===== src/design/svpwm_pkg.sv =====
// Shared types and constants for the space vector PWM duty generator.
// No dependencies; compiled before every other design file.
package svpwm_pkg;

   localparam int IN_W   = 16;
   localparam int DUTY_W = 15;
   localparam int SEC_W  = 3;

   // 1/sqrt(3) in unsigned Q0.30.
   localparam logic [29:0] INV_SQRT3_Q30 = 30'd619925131;

   // Sextant codes, named after the two active vectors that bound them.
   localparam logic [SEC_W-1:0] SEC_V1_V2 = 3'd0;
   localparam logic [SEC_W-1:0] SEC_V2_V3 = 3'd1;
   localparam logic [SEC_W-1:0] SEC_V3_V4 = 3'd2;
   localparam logic [SEC_W-1:0] SEC_V4_V5 = 3'd3;
   localparam logic [SEC_W-1:0] SEC_V5_V6 = 3'd4;
   localparam logic [SEC_W-1:0] SEC_V6_V1 = 3'd5;

   typedef struct packed {
      logic [DUTY_W-1:0] duty_a;
      logic [DUTY_W-1:0] duty_b;
      logic [DUTY_W-1:0] duty_c;
      logic [SEC_W-1:0]  sector;
      logic              in_range;
   } svpwm_duty_type;

endpackage


===== src/design/svpwm_if.sv =====
// Valid/ready channel interfaces for the space vector PWM duty generator.
// Depends on svpwm_pkg for the field widths.
interface svpwm_req_if;
   logic                                valid;
   logic                                ready;
   logic signed [svpwm_pkg::IN_W-1:0]   vec_alpha;
   logic signed [svpwm_pkg::IN_W-1:0]   vec_beta;

   modport source (output valid, output vec_alpha, output vec_beta, input ready);
   modport sink   (input valid, input vec_alpha, input vec_beta, output ready);
endinterface

interface svpwm_rsp_if;
   logic                          valid;
   logic                          ready;
   logic [svpwm_pkg::DUTY_W-1:0]  duty_a;
   logic [svpwm_pkg::DUTY_W-1:0]  duty_b;
   logic [svpwm_pkg::DUTY_W-1:0]  duty_c;
   logic [svpwm_pkg::SEC_W-1:0]   sector;
   logic                          in_range;

   modport source (output valid, output duty_a, output duty_b, output duty_c,
                   output sector, output in_range, input ready);
   modport sink   (input valid, input duty_a, input duty_b, input duty_c,
                   input sector, input in_range, output ready);
endinterface


===== src/design/svpwm_duty.sv =====
// Per-sextant on-time and centered duty calculation, with saturation.
// Combinational; depends on svpwm_pkg for widths, sextant codes and result type.
module svpwm_duty #(
   parameter int FRAC_BITS = 14
) (
   input  logic [svpwm_pkg::SEC_W-1:0]       sector,
   input  logic signed [svpwm_pkg::IN_W-1:0] vec_alpha,
   input  logic signed [17:0]                beta_s3,
   input  logic signed [17:0]                beta_2s3,
   output svpwm_pkg::svpwm_duty_type         result
);

   // Doubled duties stay within one + 2^17 in magnitude.
   localparam int DW = ((FRAC_BITS > 17) ? FRAC_BITS : 17) + 3;
   localparam logic signed [DW-1:0] ONE     = {{(DW-1){1'b0}}, 1'b1} << FRAC_BITS;
   localparam logic signed [DW-1:0] TWO_ONE = ONE <<< 1;

   logic signed [DW-1:0] a_x, b3_x, b23_x;
   logic signed [DW-1:0] x, y, base, ta, tb, tc;

   function automatic logic [svpwm_pkg::DUTY_W-1:0] halve_sat(
      input logic signed [DW-1:0] d2);
      logic signed [DW-1:0] c;
      logic [DW-1:0]        r;
      c = d2;
      if (d2 < 0) begin
         c = '0;
      end else if (d2 > TWO_ONE) begin
         c = TWO_ONE;
      end
      r = ($unsigned(c) + DW'(1)) >> 1;
      return r[svpwm_pkg::DUTY_W-1:0];
   endfunction

   assign a_x   = DW'(vec_alpha);
   assign b3_x  = DW'(beta_s3);
   assign b23_x = DW'(beta_2s3);

   always_comb begin
      x = '0;
      y = '0;
      case (sector)
         svpwm_pkg::SEC_V1_V2: begin x = a_x - b3_x;  y = b23_x;         end
         svpwm_pkg::SEC_V2_V3: begin x = a_x + b3_x;  y = b3_x - a_x;    end
         svpwm_pkg::SEC_V3_V4: begin x = b23_x;       y = -a_x - b3_x;   end
         svpwm_pkg::SEC_V4_V5: begin x = b3_x - a_x;  y = -b23_x;        end
         svpwm_pkg::SEC_V5_V6: begin x = -a_x - b3_x; y = a_x - b3_x;    end
         default:              begin x = -b23_x;      y = a_x + b3_x;    end
      endcase
      base = ONE - x - y;
      ta = base;
      tb = base;
      tc = base;
      // The smallest duty is the base; the others follow by adding twice
      // the on-times in the switching order of the sextant.
      case (sector)
         svpwm_pkg::SEC_V1_V2: begin tb = base + (x <<< 1); tc = tb + (y <<< 1); end
         svpwm_pkg::SEC_V2_V3: begin ta = base + (y <<< 1); tc = ta + (x <<< 1); end
         svpwm_pkg::SEC_V3_V4: begin tc = base + (x <<< 1); ta = tc + (y <<< 1); end
         svpwm_pkg::SEC_V4_V5: begin tb = base + (y <<< 1); ta = tb + (x <<< 1); end
         svpwm_pkg::SEC_V5_V6: begin ta = base + (x <<< 1); tb = ta + (y <<< 1); end
         default:              begin tc = base + (y <<< 1); tb = tc + (x <<< 1); end
      endcase
   end

   assign result.duty_a   = halve_sat(ta);
   assign result.duty_b   = halve_sat(tb);
   assign result.duty_c   = halve_sat(tc);
   assign result.sector   = sector;
   assign result.in_range = !((ta < 0) || (ta > TWO_ONE) ||
                              (tb < 0) || (tb > TWO_ONE) ||
                              (tc < 0) || (tc > TWO_ONE));

endmodule


===== src/design/space_vector_pwm_duty_top.sv =====
// Space vector PWM duty generator, top level: pipeline registers and flow control.
// Depends on svpwm_pkg, svpwm_req_if / svpwm_rsp_if and svpwm_duty.
//
// Usage:
//   req_chan carries one alpha/beta modulation vector per transaction, signed,
//   with FRAC_BITS fraction bits. rsp_chan returns one transaction per request:
//   three centered phase duties (full scale is 1 << FRAC_BITS), the sextant
//   and an in_range flag that is low when a duty had to be saturated.
//   The block is a four-register pipeline (input, product, sextant and beta
//   terms, result) and takes one transaction every cycle while rsp_chan.ready
//   is high; the 17x30 bit multiply by 1/sqrt(3) has a stage of its own.
//   Each stage advances when the stage after it is empty or moving, so a
//   stalled receiver holds the result and fills the empty stages behind it;
//   req_chan.ready drops only once all four stages hold data.
//   Synchronous reset empties the pipeline; no results are pending after it.
module space_vector_pwm_duty_top #(
   parameter int FRAC_BITS = 14
) (
   input logic         clock,
   input logic         reset,
   svpwm_req_if.sink   req_chan,
   svpwm_rsp_if.source rsp_chan
);

   localparam int IN_W = svpwm_pkg::IN_W;

   // Stage valids and stage-enable terms.
   logic v1_ff, v2_ff, v3_ff, v4_ff;
   logic v1_in, v2_in, v3_in, v4_in;
   logic rdy1, rdy2, rdy3, rdy4;

   // Stage 1: input register.
   logic signed [IN_W-1:0] a1_ff, b1_ff;
   // Stage 2: product |beta| * 1/sqrt(3) in Q30.
   logic signed [IN_W-1:0] a2_ff;
   logic                   bneg2_ff;
   logic [46:0]            prod_ff, prod_in;
   logic [16:0]            bmag1;
   // Stage 3: sextant and rounded beta terms.
   logic signed [IN_W-1:0] a3_ff;
   logic signed [17:0]     b3_ff, b3_in, b23_ff, b23_in;
   logic [svpwm_pkg::SEC_W-1:0] sec_ff, sec_in;
   logic [16:0]            amag2;
   logic [46:0]            athr, rsum1;
   logic [47:0]            rsum2;
   logic                   p_gt, p_lt;
   // Stage 4: result register.
   svpwm_pkg::svpwm_duty_type res_ff, res_in;

   assign rdy4 = !v4_ff || rsp_chan.ready;
   assign rdy3 = !v3_ff || rdy4;
   assign rdy2 = !v2_ff || rdy3;
   assign rdy1 = !v1_ff || rdy2;
   assign req_chan.ready = rdy1;

   assign v1_in = rdy1 ? req_chan.valid : v1_ff;
   assign v2_in = rdy2 ? v1_ff : v2_ff;
   assign v3_in = rdy3 ? v2_ff : v3_ff;
   assign v4_in = rdy4 ? v3_ff : v4_ff;

   always_ff @(posedge clock) begin
      if (reset) begin
         v1_ff <= 1'b0;
         v2_ff <= 1'b0;
         v3_ff <= 1'b0;
         v4_ff <= 1'b0;
      end else begin
         v1_ff <= v1_in;
         v2_ff <= v2_in;
         v3_ff <= v3_in;
         v4_ff <= v4_in;
      end
   end

   // Stage 1 -> 2: magnitude product.
   assign bmag1   = b1_ff[IN_W-1] ? (17'd0 - {b1_ff[IN_W-1], b1_ff})
                                  : {b1_ff[IN_W-1], b1_ff};
   assign prod_in = 47'(bmag1) * 47'(svpwm_pkg::INV_SQRT3_Q30);

   // Stage 2 -> 3: sextant from comparing |beta|/sqrt(3) against |alpha|.
   assign amag2 = a2_ff[IN_W-1] ? (17'd0 - {a2_ff[IN_W-1], a2_ff})
                                : {a2_ff[IN_W-1], a2_ff};
   assign athr  = {amag2, 30'd0};
   assign p_gt  = prod_ff > athr;
   assign p_lt  = prod_ff < athr;

   always_comb begin
      if (!bneg2_ff) begin
         if (!a2_ff[IN_W-1]) begin
            sec_in = p_gt ? svpwm_pkg::SEC_V2_V3 : svpwm_pkg::SEC_V1_V2;
         end else begin
            sec_in = p_lt ? svpwm_pkg::SEC_V3_V4 : svpwm_pkg::SEC_V2_V3;
         end
      end else begin
         if (!a2_ff[IN_W-1]) begin
            sec_in = p_gt ? svpwm_pkg::SEC_V5_V6 : svpwm_pkg::SEC_V6_V1;
         end else begin
            sec_in = p_lt ? svpwm_pkg::SEC_V4_V5 : svpwm_pkg::SEC_V5_V6;
         end
      end
   end

   // Round the magnitudes to nearest, then restore the sign of beta, which
   // gives ties away from zero.
   assign rsum1  = prod_ff + 47'(1 << 29);
   assign rsum2  = {prod_ff, 1'b0} + 48'(1 << 29);
   assign b3_in  = bneg2_ff ? (18'sd0 - $signed({1'b0, rsum1[46:30]}))
                            : $signed({1'b0, rsum1[46:30]});
   assign b23_in = bneg2_ff ? (18'sd0 - $signed({1'b0, rsum2[46:30]}))
                            : $signed({1'b0, rsum2[46:30]});

   // Stage 3 -> 4: duties.
   svpwm_duty #(
      .FRAC_BITS (FRAC_BITS)
   ) u_duty (
      .sector    (sec_ff),
      .vec_alpha (a3_ff),
      .beta_s3   (b3_ff),
      .beta_2s3  (b23_ff),
      .result    (res_in)
   );

   always_ff @(posedge clock) begin
      if (rdy1 && req_chan.valid) begin
         a1_ff <= req_chan.vec_alpha;
         b1_ff <= req_chan.vec_beta;
      end
      if (rdy2 && v1_ff) begin
         a2_ff    <= a1_ff;
         bneg2_ff <= b1_ff[IN_W-1];
         prod_ff  <= prod_in;
      end
      if (rdy3 && v2_ff) begin
         a3_ff  <= a2_ff;
         b3_ff  <= b3_in;
         b23_ff <= b23_in;
         sec_ff <= sec_in;
      end
      if (rdy4 && v3_ff) begin
         res_ff <= res_in;
      end
   end

   assign rsp_chan.valid    = v4_ff;
   assign rsp_chan.duty_a   = res_ff.duty_a;
   assign rsp_chan.duty_b   = res_ff.duty_b;
   assign rsp_chan.duty_c   = res_ff.duty_c;
   assign rsp_chan.sector   = res_ff.sector;
   assign rsp_chan.in_range = res_ff.in_range;

   // Reset leaves no result pending.
   a_reset_empty: assert property (@(posedge clock) reset |=> !rsp_chan.valid)
      else $error("result valid right after reset");

   // A stage that cannot pass its transaction on keeps it.
   a_stage3_hold: assert property (@(posedge clock) disable iff (reset)
      (v3_ff && !rdy4) |=> (v3_ff && $stable(sec_ff) && $stable(b3_ff)))
      else $error("stage 3 transaction lost under stall");

   // Saturated duties never exceed full scale where the field holds it.
   a_duty_range: assert property (@(posedge clock) disable iff (reset)
      rsp_chan.valid |-> ((FRAC_BITS > 14) ||
         ((32'(rsp_chan.duty_a) <= (32'd1 << FRAC_BITS)) &&
          (32'(rsp_chan.duty_b) <= (32'd1 << FRAC_BITS)) &&
          (32'(rsp_chan.duty_c) <= (32'd1 << FRAC_BITS)))))
      else $error("duty above full scale");

endmodule


===== src/flat_wrapper.sv =====
// flat-port wrapper written by rule: the top's interface ports become plain ports
module space_vector_pwm_duty_top_flat 
#(
   parameter int FRAC_BITS = 14
)
  (clock, reset, req_chan_valid, req_chan_vec_alpha, req_chan_vec_beta, req_chan_ready, rsp_chan_valid, rsp_chan_duty_a, rsp_chan_duty_b, rsp_chan_duty_c, rsp_chan_sector, rsp_chan_in_range, rsp_chan_ready);
  svpwm_req_if req_chan_i ();
  svpwm_rsp_if rsp_chan_i ();
  input logic clock;
  input logic reset;
  input wire logic [$bits(req_chan_i.valid)-1:0] req_chan_valid;
  input wire logic [$bits(req_chan_i.vec_alpha)-1:0] req_chan_vec_alpha;
  input wire logic [$bits(req_chan_i.vec_beta)-1:0] req_chan_vec_beta;
  output wire logic [$bits(req_chan_i.ready)-1:0] req_chan_ready;
  output wire logic [$bits(rsp_chan_i.valid)-1:0] rsp_chan_valid;
  output wire logic [$bits(rsp_chan_i.duty_a)-1:0] rsp_chan_duty_a;
  output wire logic [$bits(rsp_chan_i.duty_b)-1:0] rsp_chan_duty_b;
  output wire logic [$bits(rsp_chan_i.duty_c)-1:0] rsp_chan_duty_c;
  output wire logic [$bits(rsp_chan_i.sector)-1:0] rsp_chan_sector;
  output wire logic [$bits(rsp_chan_i.in_range)-1:0] rsp_chan_in_range;
  input wire logic [$bits(rsp_chan_i.ready)-1:0] rsp_chan_ready;
  assign req_chan_i.valid = req_chan_valid;
  assign req_chan_i.vec_alpha = req_chan_vec_alpha;
  assign req_chan_i.vec_beta = req_chan_vec_beta;
  assign req_chan_ready = req_chan_i.ready;
  assign rsp_chan_valid = rsp_chan_i.valid;
  assign rsp_chan_duty_a = rsp_chan_i.duty_a;
  assign rsp_chan_duty_b = rsp_chan_i.duty_b;
  assign rsp_chan_duty_c = rsp_chan_i.duty_c;
  assign rsp_chan_sector = rsp_chan_i.sector;
  assign rsp_chan_in_range = rsp_chan_i.in_range;
  assign rsp_chan_i.ready = rsp_chan_ready;
  space_vector_pwm_duty_top #(.FRAC_BITS(FRAC_BITS)) u_core (.clock(clock), .reset(reset), .req_chan(req_chan_i), .rsp_chan(rsp_chan_i));
endmodule

===== config.mk =====
export PLATFORM = sky130hd
export DESIGN_NAME = space_vector_pwm_duty_top_flat
export DESIGN_NICKNAME = d
export VERILOG_FILES = /design/src/design/svpwm_pkg.sv /design/src/design/svpwm_if.sv /design/src/design/svpwm_duty.sv /design/src/design/space_vector_pwm_duty_top.sv /design/src/flat_wrapper.sv
export SDC_FILE = /design/constraint.sdc
export NUM_CORES = 1
export LEC_CHECK = 0
export BUFFER_PORTS_ARGS = -buffer_cell sky130_fd_sc_hd__buf_4
export CAP_MARGIN = 40
export CORE_ASPECT_RATIO = 0.6
export CORE_MARGIN = 8
export CORE_UTILIZATION = 50
export DETAILED_ROUTE_END_ITERATION = 10
export PLACE_DENSITY = 0.72
export SETUP_SLACK_MARGIN = 0.05
export SLEW_MARGIN = 20
export SYNTH_ARGS = -nofsm -noshare
export SYNTH_HDL_FRONTEND = slang
export SYNTH_HIERARCHICAL = 1
export SYNTH_SLANG_ARGS = --single-unit

===== constraint.sdc =====
create_clock -name clock -period 12.7 [get_ports clock]
set_input_delay 1.27 -clock clock [delete_from_list [all_inputs] [get_ports clock]]
set_output_delay 1.27 -clock clock [all_outputs]
set_load 0.03 [all_outputs]

==> summary.md, run 1 <==
| Metric | Value |
|---|---|
| Synth unique cells | 114 |
| Port Buffer Count | 86 |
| Min cycle time layout | 11980 ps |
| Worst slew pin tran | 1040 ps |
| Post-Synth Adder-Cell Area | 27.4% |
| Grt ovf | 0 |
| Seq cells post-synth | 204 |
| Hold WC Path Type | reg2reg |
| Placed insts | 4632 |
| Fraction of layout cells with a size suffix above 1 | 8.40% |
| Non-filler cells, final | 4689 |
| Post-Synth Simple-Gate Area | 14.7% |
| Number of flops mapped to enable cells by yosys | 200 |
| Largest family of logic cells by synthesized area | adder cells |
| Critical path buffers and inverters | 5 |
| TritonCTS buffer count | 23 |
| Area leader, netlist | edfxtp_1 |
| Max incr delay on CP | 600 ps |
| Avg Inst Size Synth | 8.48 um2 |
| Die Height | 212 um |
| Num Clock Sinks | 204 |
| Critical Path Sink Type | flip-flop |
| Initial antenna violation count | 2 |
| CP required | 13110 ps |
| Worst setup SP type | flip-flop |
| Post-DRT Antenna Nets | 0 |
| Setup TNS | 0 ps |
| Row Count | 71 |
| Core area | 0.0629 mm2 |
| Status | finished, final reports clean |
| Max-slew violation count | 0 |
| Top-area cell type share of the netlist area | 18.8% |
| CTS clk-pin slew, worst paths | 70 ps |
| Max FO, Critical Path | 7 |
| Maxcap violations | 0 |
| CTS tree | yes |
| Die ar. | 0.0724 mm2 |
| Mux contribution to synthesized area | 1.93% |
| Fin worst setup slack | 715 ps |
| Post-synth ARST share | 0% |
| P&R area growth vs syn | 8.70% |
| Pre-CTS setup slack | 551 ps |
| HPWL after DPL | 90100 um |
| Number of fill cells | 5818 |
| Unrepaired setup endpoints after global routing | false |
| Synth Area in Compound Gates | 20.3% |
| Syn Inst Count | 3761 |
| FF-to-FF setup slack | 720 ps |
| GRT Total Usage | 29.5% |
| CP most frequent cell | ha_1 |
| Die width | 342 um |
| Clock Path Buffers | 3 |
| Post-synthesis sequential area ratio | 19.1% |
| Synth top area cells | edfxtp_1 (19%), ha_1 (16%), fa_1 (11%), xnor2_1 (5.8%), inv_1 (5.6%) |
| Detailed Routing Iterations Pass 1 | 7 |
| Io pins | 87 |
| Finish-stage setup viols | 0 |
| DRC | 0 |
| Initial Util | 50.7% |
| Clk_skew | 19.7 ps |
| Root Buffer | clkbuf_16 |
| Largest net degree at the start of global routing | 66 |
| Post-synthesis cell area | 0.0319 mm2 |
| Total wire length | 109000 um |
| Main synth FF type | edfxtp_1 |
| DRT iter0 DRCs | 4393 |
| Slowest cell on crit path | o21ai_0 |
| Wire per inst | 23.3 um |
| CTS HTree Levels | 1 |
| Vias in the first global route | 26700 |
| Yosys warning total | 6 |
| CP delay by family, top | compound AO/OA/AOI/OAI gates |
| Hold Vio Cnt, Final | 0 |
| Fmax | 83.4 MHz |
| Final Wtd Congestion | 1.08 |
| Data arrival, critical path | 12400 ps |
| Nets | 4458 |
| Xor-xnor portion of the synthesized cell area | 9.11% |
| Vias/cell | 6.26 |
| CP Class | reg2reg |
| Vias | 29300 |
| First-pass GRT wire length | 165000 um |
| Worst skew pair latency | 570 ps |
| Final Cycle Share | 94.4% |
| Max_slew headroom | 30.6% |
==> repair_timing <==
action | in CTS | in global routing
buffers inserted | 0 | 1
hold buffers | 0 | 0
endpoints found under the setup margin | 0 | 16
gates resized for setup | 0 | 12
==> final timing paths <==
path                   start                         end  cells past startpoint
max          u_core/a3_ff[1]  u_core/rsp_chan.duty_c[11]                     49
min          u_core/a1_ff[7]             u_core/a2_ff[7]                      0
max reg2reg  u_core/a3_ff[1]  u_core/rsp_chan.duty_c[11]                     49
min reg2reg  u_core/a1_ff[7]             u_core/a2_ff[7]                      0
==> state kept, by name, summed over array words and instances (netlist names), 16 cells and up <==
name and cells:
u_core/a2_ff 16, u_core/b1_ff 16, u_core/prod_ff 47, u_core/b23_ff 18
u_core/b3_ff 18, u_core/a3_ff 16, u_core/a1_ff 16
==> Yosys cell counts, types with 42 or more instances <==
master    number
xnor2_1      210
fa_1         174
mux2i_1       42
inv_1        472
xor2_1       109
nand3_1       70
a21oi_1      269
a21o_1        68
nor2_1       313
o21ai_0      190
nand2_1      276
nor3_1        69
edfxtp_1     200
ha_1         419
clkbuf_1      89
==> cells by family (layout without fill, tap and decap cells) <==
kind of cell	after synthesis	after routing
AO/OA/AOI/OAI	974	974
XOR/XNOR	324	324
adder cells (fa/ha/maj)	593	593
buffers and inverters	619	698
flip-flops	204	204
multiplexers	55	55
other	2	12
AND/OR/NAND/NOR	990	990
==> worst register-to-register path, delay by kind of cell, from the launching register on <==
family                     cells  cell delay, ps
AOI/OAI and AO/OA             19            4470
xor gates and xnor gates       2             770
adders and majority gates      6            2100
buffers and inverters          5             800
DFF                            1             510
muxes                          1             330
and+or+nand+nor               16            2830
==> metal layers <==
layer,vias to the layer above,global-route usage [%],share of wire (%)
met5,-,0,0
met4,0,3.26,1.1
met1,13800,46.3,47
met3,118,17.1,20
li1,13400,-,-
met2,2038,33.9,33
==> through the flow <==
step	hold WS, ps	util (%)	cell area (um2)
5_1_grt	430	55.1	34600
6_report	419	55.1	34700
2_1_floorplan	400	-	31900
3_3_place_gp	403	53.5	33600
4_1_cts	421	54.8	34500
3_5_place_dp	406	53.5	33700
==> final cells by class <==
type                    count  area [um2]  area share, %
flip-flops and latches    204        6090           17.6
clock inverters            18         228          0.657
repair buffers            175        1330           3.84
well taps                 839        1050           3.03
multi-input cells        2944       23600           68.0
diodes                      4        10.0         0.0289
inverters                 481        1810           5.21
clock buffers              24         579           1.67
==> placed cells by master, fill, tap and decap left out, types with 68 or more instances in the layout <==
master,n
nand3_1,70
xor2_1,108
fa_1,174
a21oi_1,268
ha_1,419
o21ai_0,188
nor3_1,68
inv_1,472
edfxtp_1,200
xnor2_1,205
buf_4,163
a21o_1,68
nor2_1,311
nand2_1,275
Power of run 1 is left out: the tool's default activity adds up to more than one toggle a clock period on the data nets, which glitch-free logic cannot reach.
==> run 2, diff against run 1 <==
CORE_UTILIZATION = 40   (was 50)
PLACE_DENSITY = 0.61   (was 0.72)
==> summary.md, run 2 (same netlist as run 1, synthesis figures left out) <==
| Metric | Value |
|---|---|
| DRT iter0 DRCs | 4109 (was 4393) |
| Root Buffer | clkbuf_16 (unchanged) |
| Max-slew violation count | 0 (unchanged) |
| GRT Total Usage | 24.5% (was 29.5%) |
| Max FFs per register | 47 (unchanged) |
| Max incr delay on CP | 500 ps (was 600 ps) |
| Core area | 0.0792 mm2 (was 0.0629 mm2) |
| Worst slew pin tran | 982 ps (was 1040 ps) |
| Total wire length | 114000 um (was 109000 um) |
| First-pass GRT wire length | 170000 um (was 165000 um) |
| Hold Path Depth | 0 (unchanged) |
| Detailed Routing Iterations Pass 1 | 6 (was 7) |
| Most flops, register | u_core/prod_ff (unchanged) |
| Fraction of layout cells with a size suffix above 1 | 8.28% (was 8.40%) |
| Max FO, Critical Path | 15 (was 7) |
| CTS HTree Levels | 1 (unchanged) |
| CP required | 13010 ps (was 13110 ps) |
| Vias in the first global route | 26100 (was 26700) |
| Hold Vio Cnt, Final | 0 (unchanged) |
| Most frequent cells in the layout | inv_1 (472), ha_1 (419), nor2_1 (312) (was inv_1 (472), ha_1 (419), nor2_1 (311)) |
| Slowest cell on crit path | edfxtp_1 (was o21ai_0) |
| Fmax | 83.4 MHz (about the same) |
| Maxcap violations | 0 (unchanged) |
| Min cycle time layout | 12000 ps (was 11980 ps) |
| CTS Hold Bufs | 0 (unchanged) |
| Cells on worst reg2reg path | 51 (was 49) |
| Die Height | 235 um (was 212 um) |
| CP most frequent cell | ha_1 (unchanged) |
| Initial Util | 40.3% (was 50.7%) |
| Most common cell after layout, fill and taps aside | inv_1 (unchanged) |
| CTS tree | yes (unchanged) |
| Post-DRT Antenna Nets | 0 (unchanged) |
| Hold endpoint | u_core/a2_ff[2] (was u_core/a2_ff[7]) |
| Largest regs | u_core/prod_ff: 47 flops, u_core/b23_ff: 18 flops, u_core/b3_ff: 18 flops (unchanged) |
| Hold WC Path Type | reg2reg (unchanged) |
| CTS clk-pin slew, worst paths | 80 ps (was 70 ps) |
| Final Cycle Share | 94.5% (was 94.4%) |
| Grt ovf | 0 (unchanged) |
| Hold Crit Start | u_core/a1_ff[2] (was u_core/a1_ff[7]) |
| Final Wtd Congestion | 1.02 (was 1.08) |
| Critical Path Sink Type | flip-flop (unchanged) |
| Worst skew pair latency | 570 ps (about the same) |
| Worst r2r dst | u_core/rsp_chan.duty_b[13] (was u_core/rsp_chan.duty_c[11]) |
| Largest net degree at the start of global routing | 79 (was 66) |
| Initial antenna violation count | 2 (unchanged) |
| Unrepaired setup endpoints after global routing | true (was false) |
| RR Startpoint | u_core/a3_ff[1] (unchanged) |
| HPWL after DPL | 95000 um (was 90100 um) |
| Num Clock Sinks | 204 (unchanged) |
| Wire per inst | 23.3 um (about the same) |
| TritonCTS buffer count | 24 (was 23) |
| Clk_skew | 21.8 ps (was 19.7 ps) |
| Max_slew headroom | 32.8% (was 30.6%) |
| CP Class | reg2reg (unchanged) |
| FF-to-FF setup slack | 700 ps (was 720 ps) |
| Vias/cell | 5.90 (was 6.26) |
| Die width | 380 um (was 342 um) |
| Nets | 4455 (was 4458) |
| Clock Path Buffers | 3 (unchanged) |
| Row Count | 80 (was 71) |
| Io pins | 87 (unchanged) |
| Worst Setup SP | u_core/a3_ff[1] (unchanged) |
| Cell Area, Placed | 0.0340 mm2 (was 0.0337 mm2) |
| Die ar. | 0.0893 mm2 (was 0.0724 mm2) |
| Data arrival, critical path | 12310 ps (was 12400 ps) |
| P&R area growth vs syn | 9.47% (was 8.70%) |
| Worst setup SP type | flip-flop (unchanged) |
| Status | finished, final reports clean (unchanged) |
| DRC | 0 (unchanged) |
| Post-route cell area | 0.0349 mm2 (was 0.0347 mm2) |
| Port Buffer Count | 86 (unchanged) |
| Finish-stage setup viols | 0 (unchanged) |
| Vias | 29000 (was 29300) |
-- run 2: changes by cell type in the layout (fill, tap and decap cells not counted), sizes merged --
| cell | before | now |
|---|---|---|
| inv | 482 | 483 |
| bufinv | 4 | 2 |
| clkbuf | 25 | 28 |
| buf | 174 | 170 |
| diode | 4 | 3 |
| clkinvlp | 3 | 1 |
-- run 2: cell type report --
cell class / count / area (um2)
fillers: 7837 / 44300
multi-input cells: 2944 / 23600
flip-flops and latches: 204 / 6090
inverters: 481 / 1810
repair buffers: 171 / 1340
well taps: 1066 / 1330
clock buffers: 27 / 633
clock inverters: 15 / 144
diodes: 3 / 7.51
-- run 2: critical path, delay by kind of cell, from the launching register on --
| kind | cells | cell delay [ps] |
|---|---|---|
| AO/OA/AOI/OAI | 22 | 5040 |
| flip-flops | 1 | 500 |
| XOR/XNOR | 4 | 790 |
| buffers and inverters | 3 | 620 |
| adder cells (fa/ha/maj) | 6 | 2100 |
| AND/OR/NAND/NOR | 16 | 2660 |
-- run 2: worst max-delay path by stage --
stage / end / cells past startpoint / slack, ps
after floorplan: u_core/rsp_chan.duty_a[13] / 47 / 1950
after global placement: u_core/rsp_chan.duty_c[11] / 48 / -360
after detailed placement: u_core/rsp_chan.duty_b[13] / 49 / -30
after CTS: u_core/rsp_chan.duty_b[13] / 49 / 140
after global routing: u_core/rsp_chan.duty_b[13] / 52 / 10
final: u_core/rsp_chan.duty_b[13] / 51 / 700
-- run 2: stage by stage --
step / TNS, ps / setup WS, ps / hold slack [ps] / utilization (%) / cells
floorplan: 0 / 1950 / 400 / - / 3767
global placement: -1050 / -360 / 403 / 42.8 / 4850
detailed placement: -27.6 / -27.6 / 405 / 42.9 / 4860
CTS: 0 / 136 / 419 / 43.9 / 4902
global route: 0 / 9.56 / 422 / 44.1 / 4910
finish: 0 / 704 / 417 / 44.1 / 4911
-- run 2: routing by layer --
layer	up-vias	share of wire [%]	wire, um	GRT usage (%)
met5	-	0.011	13	0
met4	2	1.2	1350	2.58
met3	82	16	17700	9.43
met2	1656	32	36700	27.6
met1	13900	51	58400	41.7
li1	13400	-	-	-
-- run 2: repair_timing --
item / 4_1_cts / 5_1_grt
buffers inserted: 0 / 1
gates cloned: 0 / 0
endpoints found under the setup margin: 3 / 16
pin swaps: 0 / 1
gates resized for setup: 1 / 15
Power of run 2 is left out for the same reason.
